===== config.mk =====
export PLATFORM = sky130hd
export DESIGN_NAME = slerp_delay
export DESIGN_NICKNAME = d
export VERILOG_FILES = /design/src/hw/rtl/slerp_pkg.sv /design/src/hw/rtl/slerp_delay.sv
export SDC_FILE = /design/constraint.sdc
export NUM_CORES = 1
export LEC_CHECK = 0
export ABC_CLOCK_PERIOD_IN_PS = 800
export BUFFER_PORTS_ARGS = -buffer_cell sky130_fd_sc_hd__buf_2
export CAP_MARGIN = 20
export CORE_AREA = 3 3 40 42
export CTS_CLUSTER_SIZE = 14
export DETAILED_ROUTE_END_ITERATION = 8
export DIE_AREA = 0 0 43 45
export PLACE_DENSITY = 0.59
export SYNTH_ARGS = -nofsm -noshare
export SYNTH_HDL_FRONTEND = slang
export SYNTH_SLANG_ARGS = --single-unit

===== constraint.sdc =====
create_clock -name i_clk -period 0.8 [get_ports i_clk]
set_input_delay 0.08 -clock i_clk [delete_from_list [all_inputs] [get_ports i_clk]]
set_output_delay 0.08 -clock i_clk [all_outputs]
set_load 0.1 [all_outputs]

===== src/hw/rtl/slerp_pkg.sv =====
// ============================================================================
// slerp_pkg
// Types, widths and constants shared by the quaternion slerp datapath.
// ============================================================================
package slerp_pkg;

    // Component and blend widths
    localparam int COMP_W  = 16;
    localparam int BLEND_W = 17;
    localparam int PROD_W  = 2 * COMP_W;
    localparam int DOT_W   = PROD_W + 2;

    // Q30 internal formats
    localparam int ANG_W  = 34;
    localparam int ROOT_W = 31;
    localparam int REM_W  = 61;
    localparam int DIV_W  = 32;
    localparam int WT_W   = 31;
    localparam int ACC_W  = 49;
    localparam int MUL_W  = ANG_W + BLEND_W + 1;

    localparam logic [BLEND_W-1:0] BLEND_ONE    = 17'd65536;
    localparam logic [ROOT_W-1:0]  Q30_ONE      = 31'h4000_0000;
    localparam logic [ROOT_W-1:0]  DOT_NEAR_ONE = 31'd1073731086;
    localparam logic signed [ANG_W-1:0] GAIN_INV = 34'sd652032874;

    // atan(2^-i) in Q30
    function automatic logic signed [ANG_W-1:0] atan_q30(input int idx);
        logic signed [ANG_W-1:0] v;
        case (idx)
            0:  v = 34'sh03243F6A8;
            1:  v = 34'sh01DAC6705;
            2:  v = 34'sh00FADBAFC;
            3:  v = 34'sh007F56EA6;
            4:  v = 34'sh003FEAB76;
            5:  v = 34'sh001FFD55B;
            6:  v = 34'sh000FFFAAA;
            7:  v = 34'sh0007FFF55;
            8:  v = 34'sh0003FFFEA;
            9:  v = 34'sh0001FFFFD;
            10: v = 34'sh0000FFFFF;
            11: v = 34'sh00007FFFF;
            12: v = 34'sh00003FFFF;
            13: v = 34'sh00001FFFF;
            14: v = 34'sh00000FFFF;
            15: v = 34'sh000007FFF;
            16: v = 34'sh000003FFF;
            17: v = 34'sh000001FFF;
            18: v = 34'sh000000FFF;
            19: v = 34'sh0000007FF;
            20: v = 34'sh0000003FF;
            21: v = 34'sh0000001FF;
            22: v = 34'sh0000000FF;
            23: v = 34'sh00000007F;
            24: v = 34'sh00000003F;
            25: v = 34'sh00000001F;
            26: v = 34'sh00000000F;
            27: v = 34'sh000000008;
            28: v = 34'sh000000004;
            29: v = 34'sh000000002;
            30: v = 34'sh000000001;
            default: v = '0;
        endcase
        return v;
    endfunction

    typedef struct packed {
        logic signed [COMP_W-1:0] q1_x;
        logic signed [COMP_W-1:0] q1_y;
        logic signed [COMP_W-1:0] q1_z;
        logic signed [COMP_W-1:0] q1_w;
        logic signed [COMP_W-1:0] q2_x;
        logic signed [COMP_W-1:0] q2_y;
        logic signed [COMP_W-1:0] q2_z;
        logic signed [COMP_W-1:0] q2_w;
        logic [BLEND_W-1:0]       blend;
    } t_slerp_in;

    typedef struct packed {
        logic signed [COMP_W-1:0] out_x;
        logic signed [COMP_W-1:0] out_y;
        logic signed [COMP_W-1:0] out_z;
        logic signed [COMP_W-1:0] out_w;
    } t_slerp_out;

    // Operands that ride alongside the angle and weight cells
    typedef struct packed {
        logic [3:0][COMP_W-1:0] a;
        logic [3:0][COMP_W:0]   b;
        logic [BLEND_W-1:0]     t;
        logic                   lin;
    } t_side;

endpackage


===== src/hw/rtl/slerp_delay.sv =====
// ============================================================================
// slerp_delay
// Shift line that carries a valid flag and side data past a row of cells.
// ============================================================================
module slerp_delay
    import slerp_pkg::*;
#(
    parameter int W     = 8,
    parameter int DEPTH = 1
) (
    input  logic         i_clk,
    input  logic         i_rst_n,
    input  logic         i_en,
    input  logic         i_valid,
    input  logic [W-1:0] i_data,
    output logic         o_valid,
    output logic [W-1:0] o_data
);

    logic [DEPTH-1:0] r_valid;
    logic [W-1:0]     r_data [DEPTH];

    // Advance the valid flags
    always_ff @(posedge i_clk) begin
        if (!i_rst_n) begin
            r_valid <= '0;
        end else if (i_en) begin
            r_valid[0] <= i_valid;
            for (int k = 1; k < DEPTH; k++) begin
                r_valid[k] <= r_valid[k-1];
            end
        end
    end

    // Advance the data
    always_ff @(posedge i_clk) begin
        if (i_en) begin
            r_data[0] <= i_data;
            for (int k = 1; k < DEPTH; k++) begin
                r_data[k] <= r_data[k-1];
            end
        end
    end

    assign o_valid = r_valid[DEPTH-1];
    assign o_data  = r_data[DEPTH-1];

endmodule


==> run_results.csv <==
group,metric,value,unit
status,status,"complete, but fails checks",
status,violations,"setup timing",
logic_synthesis,ys_top_cells_by_area,"edfxtp_1 (87%), dfxtp_1 (7.2%), mux2i_1 (3.6%)",
grt,antenna_found_initial,0,
clocking,cts_max_level,1,
clocking,clock_sinks,9,
timing,clock.fmax,1070,MHz
clocking,numCtsBuffers,3,
detailed_routing,vias_per_cell,3.67,
finish,antenna_cells,0,
worst_setup_path,worst-path-buf-inv,1,
logic_synthesis,synth_fa_ha_area_share,0,%
logic_synthesis,synth_top_area_share,86.9,%
clocking,cts_resized,0,
logic_synthesis,syn_avg_cell_area,25.1,sq um
clocking,clk_path_buf_depth,2,
power_and_ir_drop,power,1.37,mW
placement,dp.cells,46,
finish,layout_commonest_cell,"buf_2",
logic_synthesis,muxShareOfSynthArea,3.62,%
worst_setup_path,worstPathCellList,"buf_12",
power_and_ir_drop,p_comb_share,33.7,%
logic_synthesis,synth_seq_area_share,94.1,%
logic_synthesis,synth_fp_nets,23,
grt,grt_max_degree,10,
worst_setup_path,critPathLaunch,"r_data[0][2]",
timing,setup-violations-final,9,
power_and_ir_drop,p_int,0.919,mW
logic_synthesis,netlist_instances,11,
detailed_routing,dr_total_vias,209,
timing,hold_viol,0,
grt,grt.overflow.total,0,
power_and_ir_drop,power.share.switching,33.1,%
worst_setup_path,required,0.72,ns
worst_setup_path,r2r_cells,2,
clocking,root_buffer,"clkbuf_4",
power_and_ir_drop,p_clk_share,23.9,%
power_and_ir_drop,powerDensity,2190,mW/mm^2
worst_setup_path,path_delay_family,"flip-flops",
timing,finalCritPeriodShare,117,%
detailed_routing,wl_per_cell,10.1,microns
logic_synthesis,synth_xor_area_share,0,%
worst_setup_path,worst-setup-path-type,"reg2out",
grt,track_usage,7.17,%
timing,finalMaxSlewViolations,0,
logic_synthesis,synth_top_area_cell,"edfxtp_1",
power_and_ir_drop,vdd_ir_drop_max,0.900,mV
worst_setup_path,r2r_start,"o_valid",
run,drv_cap,0,
power_and_ir_drop,p_sw,0.454,mW
worst_setup_path,rrSetupSlack,0.19,ns
logic_synthesis,synth-warning-count,0,
timing,max-slew-margin-rel,86.7,%
logic_synthesis,netlist_area,277,sq um
power_and_ir_drop,pwr-share-seq,42.4,%
worst_setup_path,crit_path_end,"o_data[2]",
grt,grt_pass1_wl,931,microns
clocking,clk_pin_slew,0.06,ns
detailed_routing,drc,0,
finish,final_cell_mix,"buf_2 (11), buf_12 (9), edfxtp_1 (8)",
logic_synthesis,synth-simple-area-share,2.26,%
worst_hold_path,hp-class,"in2reg",
power_and_ir_drop,leakagePower,0.266,nW
worst_setup_path,critPathCaptureType,"output pin",
timing,fin_crit,0.933,ns
worst_setup_path,crit_cells,1,
die,die_area,0.00194,sq mm
logic_synthesis,synth_top_family_by_area,"multiplexers",
placement,post-place-ws,0.124,ns
timing,rsz0062_at_grt,"yes",
finish,nNetsFinal,55,
die,die_h,45,microns
clocking,cts_tree,"yes",
worst_setup_path,max_stage_delay,0.41,ns
timing,tightest_slew,0.200,ns
worst_setup_path,worstReg2RegEnd,"o_valid",
worst_setup_path,critical_path_arrival,0.85,ns
worst_setup_path,slowest_stage,"edfxtp_1",
die,dieWidth,43,microns
detailed_routing,drt_iter0_markers,0,
finish,finalNonFillerCells,57,
die,start_util,21.5,%
placement,place_congestion,0.615,
die,fp-row-count,13,
finish,drive_gt1_share,57.1,%
die,io_pins,21,
timing,whs,0.0159,ns
detailed_routing,postRouteAntennaNets,0,
finish,syn2layout_area_growth,127,%
detailed_routing,dr.pass1.iters,1,
clocking,clk_latency,0.25,ns
logic_synthesis,synth_compound_area_share,0,%
timing,tns,-1.07,ns
die,coreArea,0.00128,sq mm
logic_synthesis,synth-seq-cells,9,
worst_setup_path,start_kind,"flip-flop",
timing,fin_ws,-0.133,ns
timing,skew,0,ns
worst_setup_path,cp_max_fo,1,
placement,io_buffers,20,
grt,grt_pass1_vias,213,
logic_synthesis,synthDistinctLibCells,4,
detailed_routing,totalWireLength,577,microns
-- layer usage --
metal,up-vias,global-route usage (%),wire length [microns]
met1,87,6.27,191
met3,0,5.58,96
li1,105,-,-
met4,0,5.42,0
met5,-,0,0
met2,17,11.1,290
-- timing repair --
item / in CTS / in global routing
hold buffers: 6 / 1
buffers inserted: 0 / 0
endpoints found under the hold margin: 6 / 1
setup endpoints to repair: 9 / 9
-- state kept, by name, summed over array words and instances (netlist names) --
name	count
r_data	8
o_valid	1
-- metrics by stage --
stage | area [sq um] | utilization, %
floorplan | 278 | -
global placement | 532 | 41.4
detailed placement | 532 | 41.4
CTS | 618 | 48.1
global route | 628 | 48.9
finish | 628 | 48.9
-- worst min-delay path by stage --
stage,start,endpoint,cells past startpoint
2_1_floorplan,i_data[0],r_data[0][0],0
3_3_place_gp,i_data[1],r_data[0][1],1
3_5_place_dp,i_data[0],r_data[0][0],1
4_1_cts,i_data[4],r_data[0][4],1
5_1_grt,i_data[5],r_data[0][5],1
6_report,i_data[5],r_data[0][5],1
-- final cells by class --
| cell class | instances | area [sq um] |
|---|---|---|
| clock buffer | 4 | 26.3 |
| fill | 102 | 657 |
| multi-input combinational | 2 | 16.3 |
| sequential | 9 | 262 |
| tap | 15 | 18.8 |
| timing repair buffer | 27 | 305 |
-- power groups by stage --
stage	sequential (mW)	clock, mW	combinational (mW)
after floorplan	0.831	0	0.00495
after global placement	0.591	0	0.436
after detailed placement	0.593	0	0.439
after CTS	0.583	0.348	0.462
after global routing	0.584	0.385	0.475
final	0.582	0.328	0.463
-- logic make-up after synthesis --
logic type,Yosys count
flops,9
mux,1
simple gates,1
-- Yosys cell counts --
cell type / number
dfxtp_1: 1
mux2i_1: 1
nor2b_1: 1
edfxtp_1: 8
(Power assumes the default switching activity.)
