$ cat config.mk
export PLATFORM = sky130hd
export DESIGN_NAME = slerp_cordic_cell
export DESIGN_NICKNAME = d
export VERILOG_FILES = /design/src/hw/rtl/slerp_pkg.sv /design/src/hw/rtl/slerp_cordic_cell.sv
export SDC_FILE = /design/constraint.sdc
export NUM_CORES = 1
export LEC_CHECK = 0
export BUFFER_PORTS_ARGS = -buffer_cell sky130_fd_sc_hd__clkbuf_2
export CAP_MARGIN = 0
export CORE_MARGIN = 3
export CORE_UTILIZATION = 35
export CTS_BUF_LIST = sky130_fd_sc_hd__clkbuf_8 sky130_fd_sc_hd__clkbuf_16
export CTS_CLUSTER_SIZE = 25
export DETAILED_ROUTE_END_ITERATION = 16
export GPL_TIMING_DRIVEN = 0
export HOLD_SLACK_MARGIN = 0.08
export PLACE_DENSITY = 0.66
export SYNTH_ARGS = -nofsm -noshare
export SYNTH_HDL_FRONTEND = slang
export SYNTH_SLANG_ARGS = --single-unit
$ cat constraint.sdc
create_clock -name i_clk -period 5.3 [get_ports i_clk]
set_input_delay 0.795 -clock i_clk [delete_from_list [all_inputs] [get_ports i_clk]]
set_output_delay 0.795 -clock i_clk [all_outputs]
set_load 0.01 [all_outputs]
$ cat src/hw/rtl/slerp_pkg.sv
// ============================================================================
// slerp_pkg
// Types, widths and constants shared by the quaternion slerp datapath.
// ============================================================================
package slerp_pkg;

    // Component and blend widths
    localparam int COMP_W  = 16;
    localparam int BLEND_W = 17;
    localparam int PROD_W  = 2 * COMP_W;
    localparam int DOT_W   = PROD_W + 2;

    // Q30 internal formats
    localparam int ANG_W  = 34;
    localparam int ROOT_W = 31;
    localparam int REM_W  = 61;
    localparam int DIV_W  = 32;
    localparam int WT_W   = 31;
    localparam int ACC_W  = 49;
    localparam int MUL_W  = ANG_W + BLEND_W + 1;

    localparam logic [BLEND_W-1:0] BLEND_ONE    = 17'd65536;
    localparam logic [ROOT_W-1:0]  Q30_ONE      = 31'h4000_0000;
    localparam logic [ROOT_W-1:0]  DOT_NEAR_ONE = 31'd1073731086;
    localparam logic signed [ANG_W-1:0] GAIN_INV = 34'sd652032874;

    // atan(2^-i) in Q30
    function automatic logic signed [ANG_W-1:0] atan_q30(input int idx);
        logic signed [ANG_W-1:0] v;
        case (idx)
            0:  v = 34'sh03243F6A8;
            1:  v = 34'sh01DAC6705;
            2:  v = 34'sh00FADBAFC;
            3:  v = 34'sh007F56EA6;
            4:  v = 34'sh003FEAB76;
            5:  v = 34'sh001FFD55B;
            6:  v = 34'sh000FFFAAA;
            7:  v = 34'sh0007FFF55;
            8:  v = 34'sh0003FFFEA;
            9:  v = 34'sh0001FFFFD;
            10: v = 34'sh0000FFFFF;
            11: v = 34'sh00007FFFF;
            12: v = 34'sh00003FFFF;
            13: v = 34'sh00001FFFF;
            14: v = 34'sh00000FFFF;
            15: v = 34'sh000007FFF;
            16: v = 34'sh000003FFF;
            17: v = 34'sh000001FFF;
            18: v = 34'sh000000FFF;
            19: v = 34'sh0000007FF;
            20: v = 34'sh0000003FF;
            21: v = 34'sh0000001FF;
            22: v = 34'sh0000000FF;
            23: v = 34'sh00000007F;
            24: v = 34'sh00000003F;
            25: v = 34'sh00000001F;
            26: v = 34'sh00000000F;
            27: v = 34'sh000000008;
            28: v = 34'sh000000004;
            29: v = 34'sh000000002;
            30: v = 34'sh000000001;
            default: v = '0;
        endcase
        return v;
    endfunction

    typedef struct packed {
        logic signed [COMP_W-1:0] q1_x;
        logic signed [COMP_W-1:0] q1_y;
        logic signed [COMP_W-1:0] q1_z;
        logic signed [COMP_W-1:0] q1_w;
        logic signed [COMP_W-1:0] q2_x;
        logic signed [COMP_W-1:0] q2_y;
        logic signed [COMP_W-1:0] q2_z;
        logic signed [COMP_W-1:0] q2_w;
        logic [BLEND_W-1:0]       blend;
    } t_slerp_in;

    typedef struct packed {
        logic signed [COMP_W-1:0] out_x;
        logic signed [COMP_W-1:0] out_y;
        logic signed [COMP_W-1:0] out_z;
        logic signed [COMP_W-1:0] out_w;
    } t_slerp_out;

    // Operands that ride alongside the angle and weight cells
    typedef struct packed {
        logic [3:0][COMP_W-1:0] a;
        logic [3:0][COMP_W:0]   b;
        logic [BLEND_W-1:0]     t;
        logic                   lin;
    } t_side;

endpackage

$ cat src/hw/rtl/slerp_cordic_cell.sv
// ============================================================================
// slerp_cordic_cell
// One CORDIC micro-rotation, vectoring or rotation mode.
// ============================================================================
module slerp_cordic_cell
    import slerp_pkg::*;
#(
    parameter int STAGE  = 0,
    parameter bit VECTOR = 1'b0
) (
    input  logic                    i_clk,
    input  logic                    i_en,
    input  logic signed [ANG_W-1:0] i_x,
    input  logic signed [ANG_W-1:0] i_y,
    input  logic signed [ANG_W-1:0] i_z,
    output logic signed [ANG_W-1:0] o_x,
    output logic signed [ANG_W-1:0] o_y,
    output logic signed [ANG_W-1:0] o_z
);

    logic signed [ANG_W-1:0] w_xs, w_ys, w_ang;
    logic                    w_ccw;
    logic signed [ANG_W-1:0] n_x, n_y, n_z;
    logic signed [ANG_W-1:0] r_x, r_y, r_z;

    // Pick the turn direction: drive y to zero or z to zero
    always_comb begin
        w_xs  = i_x >>> STAGE;
        w_ys  = i_y >>> STAGE;
        w_ang = atan_q30(STAGE);
        w_ccw = VECTOR ? i_y[ANG_W-1] : !i_z[ANG_W-1];
        if (w_ccw) begin
            n_x = i_x - w_ys;
            n_y = i_y + w_xs;
            n_z = i_z - w_ang;
        end else begin
            n_x = i_x + w_ys;
            n_y = i_y - w_xs;
            n_z = i_z + w_ang;
        end
    end

    always_ff @(posedge i_clk) begin
        if (i_en) begin
            r_x <= n_x;
            r_y <= n_y;
            r_z <= n_z;
        end
    end

    assign o_x = r_x;
    assign o_y = r_y;
    assign o_z = r_z;

endmodule

==> results.toml <==
[timing]
fin_ws_ns = 0.434
hold_viol = 0
relSlewSlack = 0.352
timing.final.crit_share = 0.918
rsz0062_at_grt = "false"
setup_tns_ns = 0
finalSetupViolCount = 0
fmax_mhz = 206
fin_crit_ns = 4.87
worst_slew_pin_slew_ns = 0.972
drv_slew = 0
whs_ns = 0.605

[worst_setup_path]
start_kind = "input port"
critPathArrivalTime_ns = 4.98
startpoint = "i_z[33]"
crit_required_ns = 5.41
crit_fanout = 25
crit_end = "o_z[32]"
worstSetupPathType = "in2reg"
endpoint_kind = "register"

[global_route]
grt_max_degree = 56
antenna_found_initial = 1
grt_pass1_vias = 9827
grt_util_all_layers = 0.222
grt-ovfl-total = 0
grt_pass1_wl_um = 55200

[logic_synthesis]
yosys_warnings = 0
synth.area.top_cells = "edfxtp_1 (29%), ha_1 (15%), a21oi_1 (5.8%)"
synth_top_area_frac = 0.290
async_flop_share = 0
yosysSeqAreaShare = 0.290
synth_most_common_cell = "ha_1"
syn_inst = 1217
synth_ff_type = "edfxtp_1"
synth_fp_nets = 1454
yosysUniqueCellTypes = 68
synth.ff_latch_count = 101
synth_common_cells = "ha_1 (129), a21oi_1 (122), inv_1 (114), edfxtp_1 (101), nor2_1 (92)"
yosysTopAreaCell = "edfxtp_1"
synth_area_per_cell_um2 = 8.58
synth_edf_count = 101
syn-cell-area_um2 = 10400

[die]
coreArea_um2 = 29100
io_pins = 206
die_y_um = 179
die-area_um2 = 31900
start_util = 0.359
die_w_um = 179
rows = 62

[power_and_ir_drop]
fin_total_pwr_mw = 3.06
p_seq_frac = 0.359
p_sw_mw = 1.16
clkPwrFrac = 0.232
power.share.combinational = 0.409
p_int_mw = 1.90
p_sw_frac = 0.379
leakagePower_nw = 5.50
p_per_area_nw_per_um2 = 249
irDropWorstVdd_uv = 175

[finish]
syn_to_final_growth_pct = 17.6
drive_gt1_frac = 0.169
instances_no_fill = 1823
regArea_um2 = 3030
nNetsFinal = 1671
multi_input_area_um2 = 6800
nFillCells = 3018
n_antenna_cell = 0

[clock_tree]
holdBufCountCts = 0
ctsResizeCount = 0
postCtsSetupBuffers = 0
clk_path_buf_depth = 2
htree_levels = 3
clock_sinks = 101
cts_made_buffers = 9
clk_pin_slew_ns = 0.07
cts_tree = "yes"
ctsRootBufferMaster = "clkbuf_16"

[drt]
antenna_left = 0
wirelength_um = 36200
drt_iter0_markers = 1026
drcViolationCount = 0
vias_per_cell = 5.61
wl_per_cell_um = 19.9
dr.pass1.iters = 6
via_count = 10229

[placed_design]
io_buffers = 205
place.gp.congestion = 0.941
dp.cells = 1807
pre_cts_slack_ns = -0.135
dpl.hpwl_um = 29100

[job]
maxCapViolCount = 0

[run_status]
outcome = "finished clean"

[hold_path]
min-delay-start = "i_z[2]"
hold_path.class = "in2reg"
==> through the flow <==
step / cell area, um2 / utilization
floorplan: 10400 / -
global placement: 12000 / 0.411
detailed placement: 12000 / 0.412
CTS: 12300 / 0.422
global route: 12300 / 0.422
finish: 12300 / 0.422
==> state kept, by name (all words and copies together), names as in the netlist <==
register	flops
o_x	34
o_z	34
o_y	33
==> worst min path at each step <==
stage / end / slack [ns] / cells past startpoint
finish: o_z[2] / 0.61 / 1
floorplan: o_z[0] / 0.89 / 0
global placement: o_z[2] / 0.97 / 1
global route: o_z[2] / 0.60 / 1
detailed placement: o_z[2] / 0.97 / 1
CTS: o_z[2] / 0.59 / 1
==> critical path, cell delays in order <==
cell and delay (ns):
clkbuf_2 0.28, clkbuf_1 0.32, inv_1 0.13, clkbuf_1 0.52, clkbuf_4 0.57, ha_1 0.37
a211oi_1 0.27, o211ai_1 0.14, a41oi_1 0.30, a31oi_1 0.24, a2111oi_1 0.54, o41ai_1 0.15
a21oi_1 0.23, xnor2_1 0.10
==> per-layer routing <==
metal | up-vias | share of wire | global-route usage
met1 | 4764 | 0.43 | 0.295
met5 | - | 0.00028 | 0
met4 | 2 | 0.026 | 0.0662
met2 | 519 | 0.46 | 0.373
li1 | 4876 | - | -
met3 | 68 | 0.082 | 0.0347
==> kinds of logic after synthesis <==
group / share of synthesized area
fa+ha+maj: 0.162
buf+inv: 0.0591
compound gates: 0.261
mux: 0.0116
xor+xnor: 0.0746
simple gates: 0.141
flops: 0.290
==> final cells by class <==
type | instances | share of cell area
tap | 384 | 0.0391
sequential | 101 | 0.247
multi-input combinational | 953 | 0.553
clock inverter | 7 | 0.00611
buffer | 48 | 0.0154
timing repair buffer | 206 | 0.0854
clock buffer | 9 | 0.0183
inverter | 115 | 0.0352
==> power groups by stage <==
stage          sequential, mW  clock (mW)  combinational [mW]
2_1_floorplan            1.18           0               0.703
3_3_place_gp             1.12           0                1.23
3_5_place_dp             1.12           0                1.23
4_1_cts                  1.10       0.730                1.24
5_1_grt                  1.11       0.762                1.37
6_report                 1.10       0.709                1.25
==> placed cells by master (no fill, tap or decap), types with 20 or more instances in the layout <==
| cell type | n |
|---|---|
| a21o_1 | 39 |
| nand2_1 | 68 |
| nor3_1 | 25 |
| xnor2_1 | 69 |
| a21oi_1 | 122 |
| ha_1 | 129 |
| clkbuf_1 | 33 |
| xor2_1 | 20 |
| clkbuf_2 | 204 |
| o211ai_1 | 21 |
| o21ai_0 | 71 |
| edfxtp_1 | 101 |
| inv_1 | 115 |
| nor2_1 | 92 |
Note: power is estimated with default switching activity, not from simulation.
