File: src/hw/rtl/slerp_pkg.sv
// ============================================================================
// slerp_pkg
// Types, widths and constants shared by the quaternion slerp datapath.
// ============================================================================
package slerp_pkg;

    // Component and blend widths
    localparam int COMP_W  = 16;
    localparam int BLEND_W = 17;
    localparam int PROD_W  = 2 * COMP_W;
    localparam int DOT_W   = PROD_W + 2;

    // Q30 internal formats
    localparam int ANG_W  = 34;
    localparam int ROOT_W = 31;
    localparam int REM_W  = 61;
    localparam int DIV_W  = 32;
    localparam int WT_W   = 31;
    localparam int ACC_W  = 49;
    localparam int MUL_W  = ANG_W + BLEND_W + 1;

    localparam logic [BLEND_W-1:0] BLEND_ONE    = 17'd65536;
    localparam logic [ROOT_W-1:0]  Q30_ONE      = 31'h4000_0000;
    localparam logic [ROOT_W-1:0]  DOT_NEAR_ONE = 31'd1073731086;
    localparam logic signed [ANG_W-1:0] GAIN_INV = 34'sd652032874;

    // atan(2^-i) in Q30
    function automatic logic signed [ANG_W-1:0] atan_q30(input int idx);
        logic signed [ANG_W-1:0] v;
        case (idx)
            0:  v = 34'sh03243F6A8;
            1:  v = 34'sh01DAC6705;
            2:  v = 34'sh00FADBAFC;
            3:  v = 34'sh007F56EA6;
            4:  v = 34'sh003FEAB76;
            5:  v = 34'sh001FFD55B;
            6:  v = 34'sh000FFFAAA;
            7:  v = 34'sh0007FFF55;
            8:  v = 34'sh0003FFFEA;
            9:  v = 34'sh0001FFFFD;
            10: v = 34'sh0000FFFFF;
            11: v = 34'sh00007FFFF;
            12: v = 34'sh00003FFFF;
            13: v = 34'sh00001FFFF;
            14: v = 34'sh00000FFFF;
            15: v = 34'sh000007FFF;
            16: v = 34'sh000003FFF;
            17: v = 34'sh000001FFF;
            18: v = 34'sh000000FFF;
            19: v = 34'sh0000007FF;
            20: v = 34'sh0000003FF;
            21: v = 34'sh0000001FF;
            22: v = 34'sh0000000FF;
            23: v = 34'sh00000007F;
            24: v = 34'sh00000003F;
            25: v = 34'sh00000001F;
            26: v = 34'sh00000000F;
            27: v = 34'sh000000008;
            28: v = 34'sh000000004;
            29: v = 34'sh000000002;
            30: v = 34'sh000000001;
            default: v = '0;
        endcase
        return v;
    endfunction

    typedef struct packed {
        logic signed [COMP_W-1:0] q1_x;
        logic signed [COMP_W-1:0] q1_y;
        logic signed [COMP_W-1:0] q1_z;
        logic signed [COMP_W-1:0] q1_w;
        logic signed [COMP_W-1:0] q2_x;
        logic signed [COMP_W-1:0] q2_y;
        logic signed [COMP_W-1:0] q2_z;
        logic signed [COMP_W-1:0] q2_w;
        logic [BLEND_W-1:0]       blend;
    } t_slerp_in;

    typedef struct packed {
        logic signed [COMP_W-1:0] out_x;
        logic signed [COMP_W-1:0] out_y;
        logic signed [COMP_W-1:0] out_z;
        logic signed [COMP_W-1:0] out_w;
    } t_slerp_out;

    // Operands that ride alongside the angle and weight cells
    typedef struct packed {
        logic [3:0][COMP_W-1:0] a;
        logic [3:0][COMP_W:0]   b;
        logic [BLEND_W-1:0]     t;
        logic                   lin;
    } t_side;

endpackage

File: src/hw/rtl/slerp_sqrt_cell.sv
// ============================================================================
// slerp_sqrt_cell
// One bit of a digit-by-digit integer square root.
// ============================================================================
module slerp_sqrt_cell
    import slerp_pkg::*;
#(
    parameter int BIT = 0
) (
    input  logic              i_clk,
    input  logic              i_en,
    input  logic [REM_W-1:0]  i_rem,
    input  logic [ROOT_W-1:0] i_root,
    output logic [REM_W-1:0]  o_rem,
    output logic [ROOT_W-1:0] o_root
);

    localparam int TW = REM_W + 2;

    logic [TW-1:0]     w_trial;
    logic              w_fit;
    logic [REM_W-1:0]  n_rem;
    logic [ROOT_W-1:0] n_root;
    logic [REM_W-1:0]  r_rem;
    logic [ROOT_W-1:0] r_root;

    // Try this root bit: (root + 2^b)^2 - root^2
    always_comb begin
        w_trial = ({{(TW-ROOT_W){1'b0}}, i_root} << (BIT + 1)) + (TW'(1) << (2 * BIT));
        w_fit   = {2'b00, i_rem} >= w_trial;
        n_rem   = w_fit ? (i_rem - w_trial[REM_W-1:0]) : i_rem;
        n_root  = w_fit ? (i_root | (ROOT_W'(1) << BIT)) : i_root;
    end

    always_ff @(posedge i_clk) begin
        if (i_en) begin
            r_rem  <= n_rem;
            r_root <= n_root;
        end
    end

    assign o_rem  = r_rem;
    assign o_root = r_root;

endmodule

File: config.mk
export PLATFORM = sky130hd
export DESIGN_NAME = slerp_sqrt_cell
export DESIGN_NICKNAME = d
export VERILOG_FILES = /design/src/hw/rtl/slerp_pkg.sv /design/src/hw/rtl/slerp_sqrt_cell.sv
export SDC_FILE = /design/constraint.sdc
export NUM_CORES = 1
export LEC_CHECK = 0
export ABC_AREA = 1
export BUFFER_PORTS_ARGS = -buffer_cell sky130_fd_sc_hd__clkbuf_2
export CAP_MARGIN = 30
export CORE_UTILIZATION = 55
export DETAILED_ROUTE_END_ITERATION = 10
export GPL_TIMING_DRIVEN = 1
export MAX_ROUTING_LAYER = met4
export PLACE_DENSITY = 0.87
export SLEW_MARGIN = 30
export SYNTH_ARGS = -nofsm -noshare
export SYNTH_HDL_FRONTEND = slang
export SYNTH_SLANG_ARGS = --single-unit
File: constraint.sdc
create_clock -name i_clk -period 2 [get_ports i_clk]
set_input_delay 0.1 -clock i_clk [delete_from_list [all_inputs] [get_ports i_clk]]
set_output_delay 0.1 -clock i_clk [all_outputs]
set_load 0.02 [all_outputs]
==> results.py <==
metrics = {
    "status": {
        "outcome": "complete, but fails checks",
        "violations": "negative setup slack",
    },
    "setup_path": {
        "path_cells": "clkbuf_2 > inv_1 > ha_4 > nand2_1 > nor2_2 > nand2_1 > nor3_2 > nand2_1 > nand2_1 > inv_2 > nand2_2 > buf_4 > buf_12 > nand2_1 > nand2_1",
        "path_buf_inv": 5,
        "crit_path_top_delay_cell": "ha_4",
        "crit_type": "in2reg",
        "crit_path_frequent_cell": "nand2_1",
        "critPathMaxStageDelay_ns": 0.36,
        "start_kind": "primary input",
        "arrival_ns": 2.25,
        "worstSetupEndpointType": "register",
        "worstPathMaxFanout": 11,
        "critPathRequiredTime_ns": 2.17,
        "critical_path.top_delay_family": "simple AND/OR/NAND/NOR gates",
        "startpoint": "i_root[16]",
    },
    "timing": {
        "timing.final.crit_period_ns": 2.080,
        "hold_viol": 0,
        "slew_violations": 0,
        "hold_slack_ns": 0.02122,
        "worst_slew_pin_slew_ns": 0.5543,
        "finalSetupViolations": 1,
        "fmax_ghz": 0.4807,
        "rsz0062_at_grt": "true",
        "worst_slack_ns": -0.08046,
        "maxSlewHeadroom_pct": 63.04,
        "setup_tns_ns": -0.08046,
        "post-route-period-util_pct": 104.0,
    },
    "layout": {
        "fin_area_mm2": 0.01042,
        "insertedDiodeCount": 0,
        "nets": 1590,
        "drive_gt1_share_pct": 28.83,
        "fillCellCount": 910,
        "multi_input_area_mm2": 0.004038,
        "syn_to_final_growth_pct": 38.90,
        "seqCellArea_mm2": 0.002763,
    },
    "detailed_routing": {
        "drt_iter0_drc": 1306,
        "drt_first_pass_iters": 7,
        "wl_per_cell_um": 17.99,
        "wl_um": 29560,
        "vias_per_cell": 5.498,
        "vias": 9033,
        "drc": 0,
        "antenna_left": 0,
    },
    "die": {
        "die_x_um": 118.8,
        "initial_core_util_pct": 56.44,
        "num_rows": 42,
        "fp.dieH_um": 118.8,
        "coreArea_mm2": 0.01330,
        "ios": 186,
        "die_area_mm2": 0.01411,
    },
    "flow_run": {
        "drv_cap": 0,
    },
    "clock_network": {
        "tritoncts": "yes",
        "cts-root-buf": "clkbuf_16",
        "htree_num_levels": 3,
        "cts.path.max_buffers": 2,
        "cts_made_buffers": 9,
        "clk_pin_slew_worst_paths_ns": 0.07,
        "cts_sinks": 92,
    },
    "yosys": {
        "seq_area_frac_synth_pct": 36.82,
        "synth_compound_area_share_pct": 4.869,
        "yosys.area_share.simple_pct": 37.19,
        "synth_top_family_by_area": "simple AND/OR/NAND/NOR gates",
        "synthesis.nets": 1240,
        "muxShareOfSynthArea_pct": 0,
        "synth_top_area_cell": "edfxtp_1",
        "synth-xor-area-share_pct": 3.385,
        "ys.flop_type": "edfxtp_1",
        "synth_top_area_share_pct": 36.82,
        "synth.avg_cell_area_um2": 6.742,
        "syn_inst": 1113,
        "ys_async_sr_fraction_pct": 0,
        "yosys.area_share.adder_pct": 5.603,
        "synth_edf_count": 92,
        "synth.most_common_cell": "nand2_1",
        "synth_common_cells": "nand2_1 (453), inv_1 (208), nor2_1 (108)",
        "synth.distinct_cells": 31,
        "synth_warnings": 0,
        "synth_seq_cells": 92,
        "synth.cell_area_mm2": 0.007503,
        "synthTopCellsByArea": "edfxtp_1 (37%), nand2_1 (23%), inv_1 (10%)",
    },
    "place": {
        "place_area_mm2": 0.009637,
        "place.gp.congestion": 1.010,
        "dpl.hpwl_um": 20740,
        "io_buffers": 185,
        "dp_slack_ns": -0.2242,
    },
    "global_route": {
        "grt_max_degree": 93,
        "grt_use_total_pct": 40.36,
        "grt_pass1_vias": 8441,
        "grt-ovfl-total": 0,
        "grt_pass1_wl_um": 42480,
        "antenna_found_initial": 0,
    },
    "min_path": {
        "hold_path.class": "in2reg",
        "min_from": "i_root[15]",
    },
    "power": {
        "vdd_drop_max_mv": 0.5150,
        "power.density_mw_per_mm2": 625.3,
        "p_leak_nw": 5.488,
    },
}
kinds of logic (layout without fill, tap and decap cells):
| logic type | after synthesis | count (layout) |
|---|---|---|
| fa+ha+maj | 33 | 33 |
| buf+inv | 227 | 581 |
| flops | 92 | 92 |
| simple gates | 675 | 675 |
| xor+xnor | 29 | 29 |
| compound gates | 57 | 57 |
final timing paths:
path / endpoint / slack (ns) / cells past startpoint
setup / recovery: o_rem[14] / -0.08 / 15
hold / removal: o_root[15] / 0.02 / 2
final cells by class:
class | count | share of cell area [%]
timing repair buffer | 349 | 22.11
multi-input combinational | 794 | 38.74
tap | 176 | 2.113
clock inverter | 5 | 0.5162
inverter | 217 | 7.815
clock buffer | 10 | 2.197
sequential | 92 | 26.51
power breakdown:
group	total, mW	leakage (nW)	internal [mW]	switching [mW]
clock network	1.73	0.134	0.958	0.776
registers	2.46	0.901	2.39	0.0752
logic	2.32	4.45	0.873	1.45
total	6.52	5.49	4.22	2.30
cell usage in the layout (no fill, tap or decap), types with 2 or more instances in the layout:
cell type and n:
o21ai_1 2, o21bai_1 2, edfxtp_1 92, nand2_2 20, nand3_1 48, ha_2 6
buf_12 6, nor3_2 3, nand4_1 10, clkbuf_16 9, clkbuf_2 184, inv_1 208
nand2_1 446, buf_4 131, nor4_1 2, nand3b_1 11, ha_4 9, xor2_1 28
nand3_2 3, a21oi_2 23, a21oi_1 24, o21ai_0 5, nor2_1 104, nor2_2 9
inv_2 9, dlygate4sd3_1 28, nor2_4 6, nor3_1 10, ha_1 17, clkinv_1 2
per-stage QoR:
step | util, % | power [mW] | std cells
detailed placement | 72.48 | 4.540 | 1598
floorplan | - | 3.576 | 1113
global placement | 72.48 | 4.469 | 1598
finish | 78.39 | 6.518 | 1643
global route | 78.39 | 6.726 | 1643
CTS | 76.72 | 6.265 | 1641
flip-flops by register name (all words and copies together) (netlist names):
signal,flops
o_root,31
o_rem,61
metal layers:
| layer | routed length [um] | vias up | GRT usage (%) |
|---|---|---|---|
| met3 | 3159 | 149 | 5.405 |
| met4 | 1568 | 0 | 17.80 |
| met1 | 11490 | 4065 | 50.70 |
| li1 | - | 4132 | - |
| met5 | 0 | - | - |
| met2 | 13340 | 687 | 65.10 |
timing repair:
item,4_1_cts,5_1_grt
buffers inserted,0,2
hold buffers,28,0
gates resized for setup,0,40
endpoints found under the hold margin,28,0
endpoints found under the setup margin,0,57
No activity file was read; power rests on OpenSTA's default activity.
