[config.mk]
export PLATFORM = sky130hd
export DESIGN_NAME = slerp_div_cell
export DESIGN_NICKNAME = d
export VERILOG_FILES = /design/src/hw/rtl/slerp_pkg.sv /design/src/hw/rtl/slerp_div_cell.sv
export SDC_FILE = /design/constraint.sdc
export NUM_CORES = 1
export LEC_CHECK = 0
export BUFFER_PORTS_ARGS = -buffer_cell sky130_fd_sc_hd__buf_2
export CAP_MARGIN = 20
export CORE_ASPECT_RATIO = 0.5
export CORE_MARGIN = 2
export CORE_UTILIZATION = 53
export DETAILED_ROUTE_END_ITERATION = 10
export GPL_ROUTABILITY_DRIVEN = 0
export MAX_ROUTING_LAYER = met4
export PLACE_DENSITY = 0.85
export SYNTH_ARGS = -nofsm -noshare
export SYNTH_HDL_FRONTEND = slang
export SYNTH_SLANG_ARGS = --single-unit
[constraint.sdc]
create_clock -name i_clk -period 5.1 [get_ports i_clk]
set_input_delay 1.02 -clock i_clk [delete_from_list [all_inputs] [get_ports i_clk]]
set_output_delay 1.02 -clock i_clk [all_outputs]
set_load 0.005 [all_outputs]
[src/hw/rtl/slerp_pkg.sv]
// ============================================================================
// slerp_pkg
// Types, widths and constants shared by the quaternion slerp datapath.
// ============================================================================
package slerp_pkg;

    // Component and blend widths
    localparam int COMP_W  = 16;
    localparam int BLEND_W = 17;
    localparam int PROD_W  = 2 * COMP_W;
    localparam int DOT_W   = PROD_W + 2;

    // Q30 internal formats
    localparam int ANG_W  = 34;
    localparam int ROOT_W = 31;
    localparam int REM_W  = 61;
    localparam int DIV_W  = 32;
    localparam int WT_W   = 31;
    localparam int ACC_W  = 49;
    localparam int MUL_W  = ANG_W + BLEND_W + 1;

    localparam logic [BLEND_W-1:0] BLEND_ONE    = 17'd65536;
    localparam logic [ROOT_W-1:0]  Q30_ONE      = 31'h4000_0000;
    localparam logic [ROOT_W-1:0]  DOT_NEAR_ONE = 31'd1073731086;
    localparam logic signed [ANG_W-1:0] GAIN_INV = 34'sd652032874;

    // atan(2^-i) in Q30
    function automatic logic signed [ANG_W-1:0] atan_q30(input int idx);
        logic signed [ANG_W-1:0] v;
        case (idx)
            0:  v = 34'sh03243F6A8;
            1:  v = 34'sh01DAC6705;
            2:  v = 34'sh00FADBAFC;
            3:  v = 34'sh007F56EA6;
            4:  v = 34'sh003FEAB76;
            5:  v = 34'sh001FFD55B;
            6:  v = 34'sh000FFFAAA;
            7:  v = 34'sh0007FFF55;
            8:  v = 34'sh0003FFFEA;
            9:  v = 34'sh0001FFFFD;
            10: v = 34'sh0000FFFFF;
            11: v = 34'sh00007FFFF;
            12: v = 34'sh00003FFFF;
            13: v = 34'sh00001FFFF;
            14: v = 34'sh00000FFFF;
            15: v = 34'sh000007FFF;
            16: v = 34'sh000003FFF;
            17: v = 34'sh000001FFF;
            18: v = 34'sh000000FFF;
            19: v = 34'sh0000007FF;
            20: v = 34'sh0000003FF;
            21: v = 34'sh0000001FF;
            22: v = 34'sh0000000FF;
            23: v = 34'sh00000007F;
            24: v = 34'sh00000003F;
            25: v = 34'sh00000001F;
            26: v = 34'sh00000000F;
            27: v = 34'sh000000008;
            28: v = 34'sh000000004;
            29: v = 34'sh000000002;
            30: v = 34'sh000000001;
            default: v = '0;
        endcase
        return v;
    endfunction

    typedef struct packed {
        logic signed [COMP_W-1:0] q1_x;
        logic signed [COMP_W-1:0] q1_y;
        logic signed [COMP_W-1:0] q1_z;
        logic signed [COMP_W-1:0] q1_w;
        logic signed [COMP_W-1:0] q2_x;
        logic signed [COMP_W-1:0] q2_y;
        logic signed [COMP_W-1:0] q2_z;
        logic signed [COMP_W-1:0] q2_w;
        logic [BLEND_W-1:0]       blend;
    } t_slerp_in;

    typedef struct packed {
        logic signed [COMP_W-1:0] out_x;
        logic signed [COMP_W-1:0] out_y;
        logic signed [COMP_W-1:0] out_z;
        logic signed [COMP_W-1:0] out_w;
    } t_slerp_out;

    // Operands that ride alongside the angle and weight cells
    typedef struct packed {
        logic [3:0][COMP_W-1:0] a;
        logic [3:0][COMP_W:0]   b;
        logic [BLEND_W-1:0]     t;
        logic                   lin;
    } t_side;

endpackage

[src/hw/rtl/slerp_div_cell.sv]
// ============================================================================
// slerp_div_cell
// One quotient bit of a restoring divider.
// ============================================================================
module slerp_div_cell
    import slerp_pkg::*;
#(
    parameter int BIT = 0
) (
    input  logic              i_clk,
    input  logic              i_en,
    input  logic [DIV_W-1:0]  i_rem,
    input  logic [ROOT_W-1:0] i_div,
    input  logic [ROOT_W-1:0] i_quo,
    output logic [DIV_W-1:0]  o_rem,
    output logic [ROOT_W-1:0] o_div,
    output logic [ROOT_W-1:0] o_quo
);

    logic              w_fit;
    logic [DIV_W-1:0]  w_diff;
    logic [DIV_W-1:0]  n_rem;
    logic [ROOT_W-1:0] n_quo;
    logic [DIV_W-1:0]  r_rem;
    logic [ROOT_W-1:0] r_div, r_quo;

    // Subtract the divisor when it fits, then shift in a zero
    always_comb begin
        w_fit  = i_rem >= {1'b0, i_div};
        w_diff = w_fit ? (i_rem - {1'b0, i_div}) : i_rem;
        n_rem  = {w_diff[DIV_W-2:0], 1'b0};
        n_quo  = w_fit ? (i_quo | (ROOT_W'(1) << BIT)) : i_quo;
    end

    always_ff @(posedge i_clk) begin
        if (i_en) begin
            r_rem <= n_rem;
            r_div <= i_div;
            r_quo <= n_quo;
        end
    end

    assign o_rem = r_rem;
    assign o_div = r_div;
    assign o_quo = r_quo;

endmodule

==> results of run 1 <==
## final timing paths
check / from / endpoint / depth (start not counted)
max: i_rem[0] / o_rem[24] / 13
min: i_quo[23] / o_quo[23] / 1
## cell usage in the layout (no fill, tap or decap), types with 2 or more instances in the layout
cell,Yosys,routed
a211oi_1,7,7
a21o_1,19,19
a21oi_1,33,33
and2_1,3,3
and3_1,4,4
buf_2,0,187
buf_4,1,3
clkbuf_16,0,9
clkinv_4,0,2
clkinv_8,0,2
edfxtp_1,93,93
ha_1,31,31
inv_1,36,36
inv_6,0,2
mux2_2,2,2
mux2_4,27,27
mux2i_1,2,2
nand2_1,23,23
nand2b_1,7,7
nand3_1,6,6
nand4_1,6,6
nor2_1,14,14
nor2b_1,4,4
nor3b_1,2,2
nor4_1,2,2
o211ai_1,5,5
o21a_1,5,5
o21ai_0,18,18
o21bai_1,2,2
o22a_1,2,2
or2_2,2,2
xnor2_1,13,13
xor2_1,11,11
## cell families (layout without fill, tap and decap cells)
group	Yosys count	count (layout)	synth area share (%)
AND/OR/NAND/NOR	77	77	7.58
buffers and inverters	46	243	4.00
multiplexers	31	31	8.67
adder cells (fa/ha/maj)	32	32	7.90
XOR/XNOR	24	24	4.07
flip-flops	93	93	54.1
other	1	1	0.0726
AO/OA/AOI/OAI	106	106	13.6
## power by group through the flow
stage          sequential (mW)  combinational [mW]  clock, mW
6_report                 0.956               0.493      0.663
5_1_grt                  0.963               0.543      0.706
4_1_cts                  0.957               0.493      0.680
3_5_place_dp             0.974               0.488          0
3_3_place_gp             0.971               0.475          0
2_1_floorplan            0.988               0.287          0
## worst max-delay path, stage by stage
cell,delay (ps)
buf_2,70
inv_1,40
ha_1,210
fa_1,390
nand2b_1,170
a21o_1,180
and2_1,170
o211ai_1,320
a31oi_2,250
nand2_1,110
a311o_2,450
buf_12,270
mux2_4,320
## routing by layer
metal,share of wire (%),up-vias
met5,0,-
met4,1.0,0
met3,6.7,17
met2,49,146
met1,43,1830
li1,-,1922
## final cells by class
class                      instances  area share, %
tap                              135           2.58
sequential                        93           42.7
clock buffer                       9           3.44
clock inverter                     7           1.20
multi-input combinational        271           33.1
inverter                          36           2.07
timing repair buffer             191           15.0
## flip-flops by register name, summed over array words and instances, names as in the netlist
name	flops
o_div	31
o_rem	31
o_quo	31
==> impl_metrics.yaml, run 1 <==
outcome:
  outcome: "finished, final reports clean"
grt:
  first_global_vias: 3647
  grtUsageMet2_pct: 36.5
  grt.overflow.total: 0
  grt_pass1_wl_mm: 17.7
  track_usage_pct: 22.5
  gr-usage-met3_pct: 4.82
  antenna_found_initial: 0
  grt_start_max_net_pins: 49
  grt-busiest-layer: "met2"
  met1_usage_pct: 28.9
placed_design:
  hpwl_mm: 8.89
  dpl.cell_count: 726
  dpl_cell_area_um2: 6240
  portBuffers: 188
  dp_worst_setup_slack_ps: 857
synthesis:
  synth_nets: 538
  yosys.area.top_type_share_pct: 54.1
  yosysWarningCount: 0
  synth_area_leaders: "edfxtp_1 (54%), mux2_4 (7.9%), ha_1 (7.5%), a21oi_1 (3.2%), a21o_1 (2.8%)"
  synth_edf_count: 93
  synth_common_cells: "edfxtp_1 (93), inv_1 (36), a21oi_1 (33), ha_1 (31), mux2_4 (27)"
  synthCells: 410
  ys_seq_area_share_pct: 54.1
  synth.distinct_cells: 52
  yosysTopAreaCell: "edfxtp_1"
  ys.flop_type: "edfxtp_1"
  ys_seq_elements: 93
  synthArstFlopShare_pct: 0
  syn_area_um2: 5160
  syn_avg_cell_area_um2: 12.6
  synth_most_common_cell: "edfxtp_1"
power:
  p_leak_nw: 3.04
  power.switching_uw: 577
  sw_frac_of_total_pct: 27.3
  p_total_mw: 2.11
  power_frac_comb_pct: 23.3
  p_seq_share_pct: 45.3
  peakVddDrop_mv: 0.177
  p_int_mw: 1.54
  clkPwrFrac_pct: 31.4
  power_density_nw_per_um2: 323
drt:
  num_vias: 3915
  routedWlPerCell_um: 15.6
  first_pass_iters: 5
  drtAntennaViolNets: 0
  wl_mm: 11.5
  drc: 0
  drt_iter0_drc: 333
  viasPerCell: 5.28
floorplanning:
  die_w_um: 144
  die_y_um: 73.8
  num_io_pins: 190
  start_util_pct: 54.7
  dieArea_um2: 10600
  rows: 25
  core_area_um2: 9450
cells_and_area:
  n_fill_cell: 727
  utilization_pct: 69.3
  final_cells: 742
  antenna_cells: 0
  design_area_um2: 6540
  seq_area_um2: 2790
  drive_gt1_share_pct: 40.0
  syn_to_final_growth_pct: 26.7
  nNetsFinal: 730
  multi_input_area_um2: 2160
clock_network:
  ctsHoldBuffers: 0
  clock-sinks: 93
  cts_buffer_depth: 2
  clkTransAtPathRegs_ps: 70
  cts_buffers: 9
  ctsHtreeMaxLevel: 3
  cts_root_buffer: "clkbuf_16"
  cts_tree: "yes"
  post_cts_buffers: 0
  cts-resized-gates: 0
sta:
  max_freq_ghz: 0.256
  period_needed_ps: 3910
  setup_viol: 0
  relSlewSlack_pct: 50.8
  fin_setup_tns_ps: 0
  post-route-period-util_pct: 76.7
  tightest_slew_ps: 738
  holdWs_ps: 840
  hold_viol: 0
  slew_violations: 0
  fin_ws_ps: 1190
  rsz0062_at_grt: "false"
critical_path:
  startpoint_type: "input pin"
  end_kind: "flip-flop"
  critical_path_class: "in -> reg"
  crit_required_ps: 5200
  worst-path-max-fanout: 21
  arrival_ps: 4010
job:
  cap_violations: 0
worst_hold_path:
  hold_class: "in -> reg"
(Power assumes the default switching activity.)
==> run 2, diff against run 1 <==
--- a/config.mk
+++ b/config.mk
@@ -9,11 +9,11 @@
 export CAP_MARGIN = 20
 export CORE_ASPECT_RATIO = 0.5
 export CORE_MARGIN = 2
-export CORE_UTILIZATION = 53
+export CORE_UTILIZATION = 50
 export DETAILED_ROUTE_END_ITERATION = 10
 export GPL_ROUTABILITY_DRIVEN = 0
 export MAX_ROUTING_LAYER = met4
-export PLACE_DENSITY = 0.85
+export PLACE_DENSITY = 0.81
 export SYNTH_ARGS = -nofsm -noshare
 export SYNTH_HDL_FRONTEND = slang
 export SYNTH_SLANG_ARGS = --single-unit
==> constraint.sdc (replaced) <==
create_clock -name i_clk -period 3.7 [get_ports i_clk]
set_input_delay 0.74 -clock i_clk [delete_from_list [all_inputs] [get_ports i_clk]]
set_output_delay 0.74 -clock i_clk [all_outputs]
set_load 0.005 [all_outputs]
==> run 2 against run 1 <==
  * Sequential power increased by 38%
  * First-iteration DRC count decreased by 12%
  * Non-clock buffer count increased by 6
  * Cell area increased by 1.1%
  * Final cell count increased by 1.5%
  * Clock power increased by 39%
  * Utilization decreased by 3.9 points
  * Clock-buffer cell count unchanged
  * Combinational power increased by 40%
  * Critical path depth unchanged
  * Worst hold slack got worse by 280 ps
  * Power increased by 39%
==> impl_metrics.yaml, run 2 (synthesized netlist as in run 1, its figures left out) <==
outcome:
  outcome: "finished, final reports clean"
critical_path:
  end_kind: "flip-flop"
  arrival_ps: 3440
  crit_required_ps: 3800
  worst-path-max-fanout: 20
  critical_path_class: "in -> reg"
  startpoint_type: "input pin"
worst_hold_path:
  hold_class: "in -> reg"
  min_from: "i_quo[9]"
  holdPathStages: 1
  holdPathEnd: "o_quo[9]"
drt:
  drt_iter0_drc: 293
  wl_mm: 11.5
  num_vias: 3903
  first_pass_iters: 4
  viasPerCell: 5.18
  drc: 0
  routedWlPerCell_um: 15.2
  drtAntennaViolNets: 0
grt:
  grt.overflow.total: 0
  grt_pass1_wl_mm: 17.4
  track_usage_pct: 20.4
  grt_start_max_net_pins: 94
  first_global_vias: 3661
  antenna_found_initial: 0
sta:
  fin_setup_tns_ps: 0
  holdWs_ps: 563
  relSlewSlack_pct: 60.2
  setup_viol: 0
  period_needed_ps: 3340
  tightest_slew_ps: 590
  max_freq_ghz: 0.299
  slew_violations: 0
  post-route-period-util_pct: 90.4
  rsz0062_at_grt: "false"
  hold_viol: 0
floorplanning:
  dieArea_um2: 11200
  die_w_um: 148
  core_area_um2: 10100
  die_y_um: 75.9
  num_io_pins: 190
  rows: 26
  start_util_pct: 51.0
power:
  p_int_mw: 2.13
  power_density_nw_per_um2: 442
  peakVddDrop_mv: 0.239
  p_seq_share_pct: 45.0
  p_leak_nw: 3.08
  sw_frac_of_total_pct: 27.3
  power.switching_uw: 799
  clkPwrFrac_pct: 31.4
  power_frac_comb_pct: 23.6
placed_design:
  hpwl_mm: 8.67
  dpl.cell_count: 736
  portBuffers: 188
  dpl_cell_area_um2: 6280
clock_network:
  clkTransAtPathRegs_ps: 80
  cts_tree: "yes"
  cts-resized-gates: 0
  ctsHtreeMaxLevel: 3
  cts_root_buffer: "clkbuf_16"
  clock-sinks: 93
  cts_buffer_depth: 2
  post_cts_buffers: 0
  cts_buffers: 9
  ctsHoldBuffers: 0
job:
  cap_violations: 0
cells_and_area:
  drive_gt1_share_pct: 40.6
  nNetsFinal: 736
  mostFrequentLayoutCell: "buf_2"
  syn_to_final_growth_pct: 28.2
  final_cell_mix: "buf_2 (187), edfxtp_1 (93), inv_1 (36)"
  antenna_cells: 0
  final_cells: 753
  design_area_um2: 6620
==> run 2: cell types whose count changed in the layout (fill, tap and decap cells not counted) <==
cell / delta
buf_16: +1
inv_8: +1
inv_6: -1
buf_4: +5
==> run 2: final cells by class <==
cell class | count | area [µm²]
fill | 798 | 3500
sequential | 93 | 2790
multi-input combinational | 271 | 2160
timing repair buffer | 197 | 1040
clock buffer | 9 | 225
tap | 140 | 175
inverter | 36 | 135
clock inverter | 7 | 81.3
==> run 2: worst max-delay path by stage <==
stage              from         to  cells past startpoint
3_3_place_gp   i_rem[0]   o_rem[3]                     13
5_1_grt        i_rem[0]   o_rem[3]                     13
6_report       i_rem[0]   o_rem[3]                     13
3_5_place_dp   i_rem[0]   o_rem[3]                     13
2_1_floorplan  i_rem[0]  o_rem[10]                     12
4_1_cts        i_rem[0]   o_rem[3]                     13
==> run 2: metrics by stage <==
| step | power [mW] | setup slack, ps | utilization, % |
|---|---|---|---|
| 2_1_floorplan | 1.76 | 338 | - |
| 3_3_place_gp | 2.00 | 177 | 62.1 |
| 3_5_place_dp | 2.03 | 24.6 | 62.1 |
| 4_1_cts | 2.95 | 369 | 65.1 |
| 5_1_grt | 3.07 | 223 | 65.4 |
| 6_report | 2.93 | 355 | 65.4 |
==> run 2: critical path: stages <==
cell,delay (ps)
buf_2,70
inv_1,50
ha_1,220
fa_1,400
nand2b_1,190
a21o_1,190
and2_1,170
o211ai_1,360
a31oi_2,170
nand2_1,80
a311o_2,230
buf_12,200
mux2_2,360
==> run 2: power groups by stage <==
| stage | combinational, mW | clock (mW) | sequential (mW) |
|---|---|---|---|
| 2_1_floorplan | 0.396 | 0 | 1.36 |
| 3_3_place_gp | 0.664 | 0 | 1.34 |
| 3_5_place_dp | 0.683 | 0 | 1.34 |
| 4_1_cts | 0.689 | 0.940 | 1.32 |
| 6_report | 0.692 | 0.919 | 1.32 |
| 5_1_grt | 0.762 | 0.982 | 1.33 |
==> run 2: routing by layer <==
metal  track usage, %  routed length [µm]  vias up  part of all wire, %
met5                -                   0        -                    0
met4             5.56                 119        0                  1.0
met3             3.29                 587       11                  5.1
met2             34.8                5730      123                   50
met1             26.0                5010     1834                   44
li1                 -                   -     1935                    -
==> run 3, diff against run 2 <==
--- a/config.mk
+++ b/config.mk
@@ -5,7 +5,7 @@
 export SDC_FILE = /design/constraint.sdc
 export NUM_CORES = 1
 export LEC_CHECK = 0
-export BUFFER_PORTS_ARGS = -buffer_cell sky130_fd_sc_hd__buf_2
+export BUFFER_PORTS_ARGS = -buffer_cell sky130_fd_sc_hd__buf_4
 export CAP_MARGIN = 20
 export CORE_ASPECT_RATIO = 0.5
 export CORE_MARGIN = 2
==> run 3 against run 2 <==
  * Maximum frequency increased by 0.51%
  * Critical path type unchanged
  * Power grew 3.3%
  * Cell area increased by 7.0%
  * Clock-buffer cell count did not move
  * Final cell count unchanged
  * Sequential power barely moved
  * Sequential cell count unchanged
  * Via count grew 1.6%
  * Critical path depth unchanged
  * Worst hold slack lost 1.1 ps
  * Wire length rose by 5.4%
==> impl_metrics.yaml, run 3 (synthesized netlist as in run 1, its figures left out) <==
outcome:
  outcome: "finished, final reports clean"
cells_and_area:
  final_cells: 753
  drive_gt1_share_pct: 40.6
  syn_to_final_growth_pct: 37.1
  mostFrequentLayoutCell: "buf_4"
  design_area_um2: 7080
  seq_area_um2: 2790
  n_fill_cell: 731
  antenna_cells: 0
  final_cell_mix: "buf_4 (195), edfxtp_1 (93), inv_1 (36)"
  multi_input_area_um2: 2160
  nNetsFinal: 736
  utilization_pct: 70.0
grt:
  grt.overflow.total: 0
  antenna_found_initial: 0
  grt_pass1_wl_mm: 18.1
  first_global_vias: 3756
  track_usage_pct: 21.2
  grt_start_max_net_pins: 94
sta:
  tightest_slew_ps: 500
  fin_setup_tns_ps: 0
  max_freq_ghz: 0.301
  period_needed_ps: 3330
  hold_viol: 0
  holdWs_ps: 561
  rsz0062_at_grt: "false"
  post-route-period-util_pct: 89.9
  relSlewSlack_pct: 66.4
  setup_viol: 0
  slew_violations: 0
  fin_ws_ps: 372
power:
  p_leak_nw: 3.24
  p_total_mw: 3.02
  power_density_nw_per_um2: 427
  peakVddDrop_mv: 0.249
drt:
  viasPerCell: 5.27
  first_pass_iters: 4
  drc: 0
  routedWlPerCell_um: 16.0
  wl_mm: 12.1
  drtAntennaViolNets: 0
  num_vias: 3965
  drt_iter0_drc: 295
floorplanning:
  dieArea_um2: 11200
  num_io_pins: 190
  die_y_um: 75.9
  rows: 26
  die_w_um: 148
  core_area_um2: 10100
  start_util_pct: 51.0
critical_path:
  worst-path-max-fanout: 20
  endpoint: "o_rem[31]"
  arrival_ps: 3430
  startpoint_type: "input pin"
  critical_path_class: "in -> reg"
  end_kind: "flip-flop"
  worstSetupStartpoint: "i_rem[0]"
  crit_required_ps: 3800
placed_design:
  dpl_cell_area_um2: 6750
  hpwl_mm: 8.98
  dp_worst_setup_slack_ps: 42.7
  portBuffers: 188
  dpl.cell_count: 736
clock_network:
  ctsHtreeMaxLevel: 3
  cts_buffers: 9
  cts_buffer_depth: 2
  clkTransAtPathRegs_ps: 70
  cts_tree: "yes"
  cts_root_buffer: "clkbuf_16"
  post_cts_buffers: 0
  cts-resized-gates: 0
  ctsHoldBuffers: 0
  clock-sinks: 93
worst_hold_path:
  hold_class: "in -> reg"
job:
  cap_violations: 0
-- run 3: area by class of cell --
cell class                      count  share of cell area (%)
Tap cell                          140                    2.47
Multi-Input combinational cell    271                    30.6
Sequential cell                    93                    39.4
Clock inverter                      7                    1.08
Timing Repair Buffer              197                    21.3
Inverter                           36                    1.91
Clock buffer                        9                    3.18
-- run 3: worst min-delay path by stage --
stage | startpoint | endpoint | slack [ps] | cells past startpoint
floorplan | i_div[0] | o_div[0] | 840 | 0
detailed placement | i_quo[2] | o_quo[2] | 920 | 1
CTS | i_quo[14] | o_quo[14] | 550 | 1
global route | i_quo[24] | o_quo[24] | 550 | 1
global placement | i_quo[6] | o_quo[6] | 920 | 1
finish | i_quo[24] | o_quo[24] | 560 | 1
-- run 3: power breakdown --
part / leakage [nW] / internal (mW) / switching (mW)
combinational: 2.18 / 0.434 / 0.344
sequential: 0.910 / 1.29 / 0.0291
clock: 0.149 / 0.480 / 0.441
total: 3.24 / 2.21 / 0.814
-- run 3: critical path: stages --
cell and delay [ps]:
buf_4 80, inv_1 40, ha_1 220, fa_1 390
nand2b_1 180, a21o_1 200, and2_1 160, o211ai_1 350
a31oi_2 160, nand2_1 90, a311o_2 240, buf_12 210
mux2_2 360
-- run 3: metal layers --
layer | vias to the layer above | global-route usage (%) | part of all wire (%)
met3 | 15 | 3.83 | 5.8
li1 | 1928 | - | -
met2 | 134 | 36.5 | 51
met5 | - | - | 0
met1 | 1888 | 26.3 | 42
met4 | 0 | 6.62 | 1.2
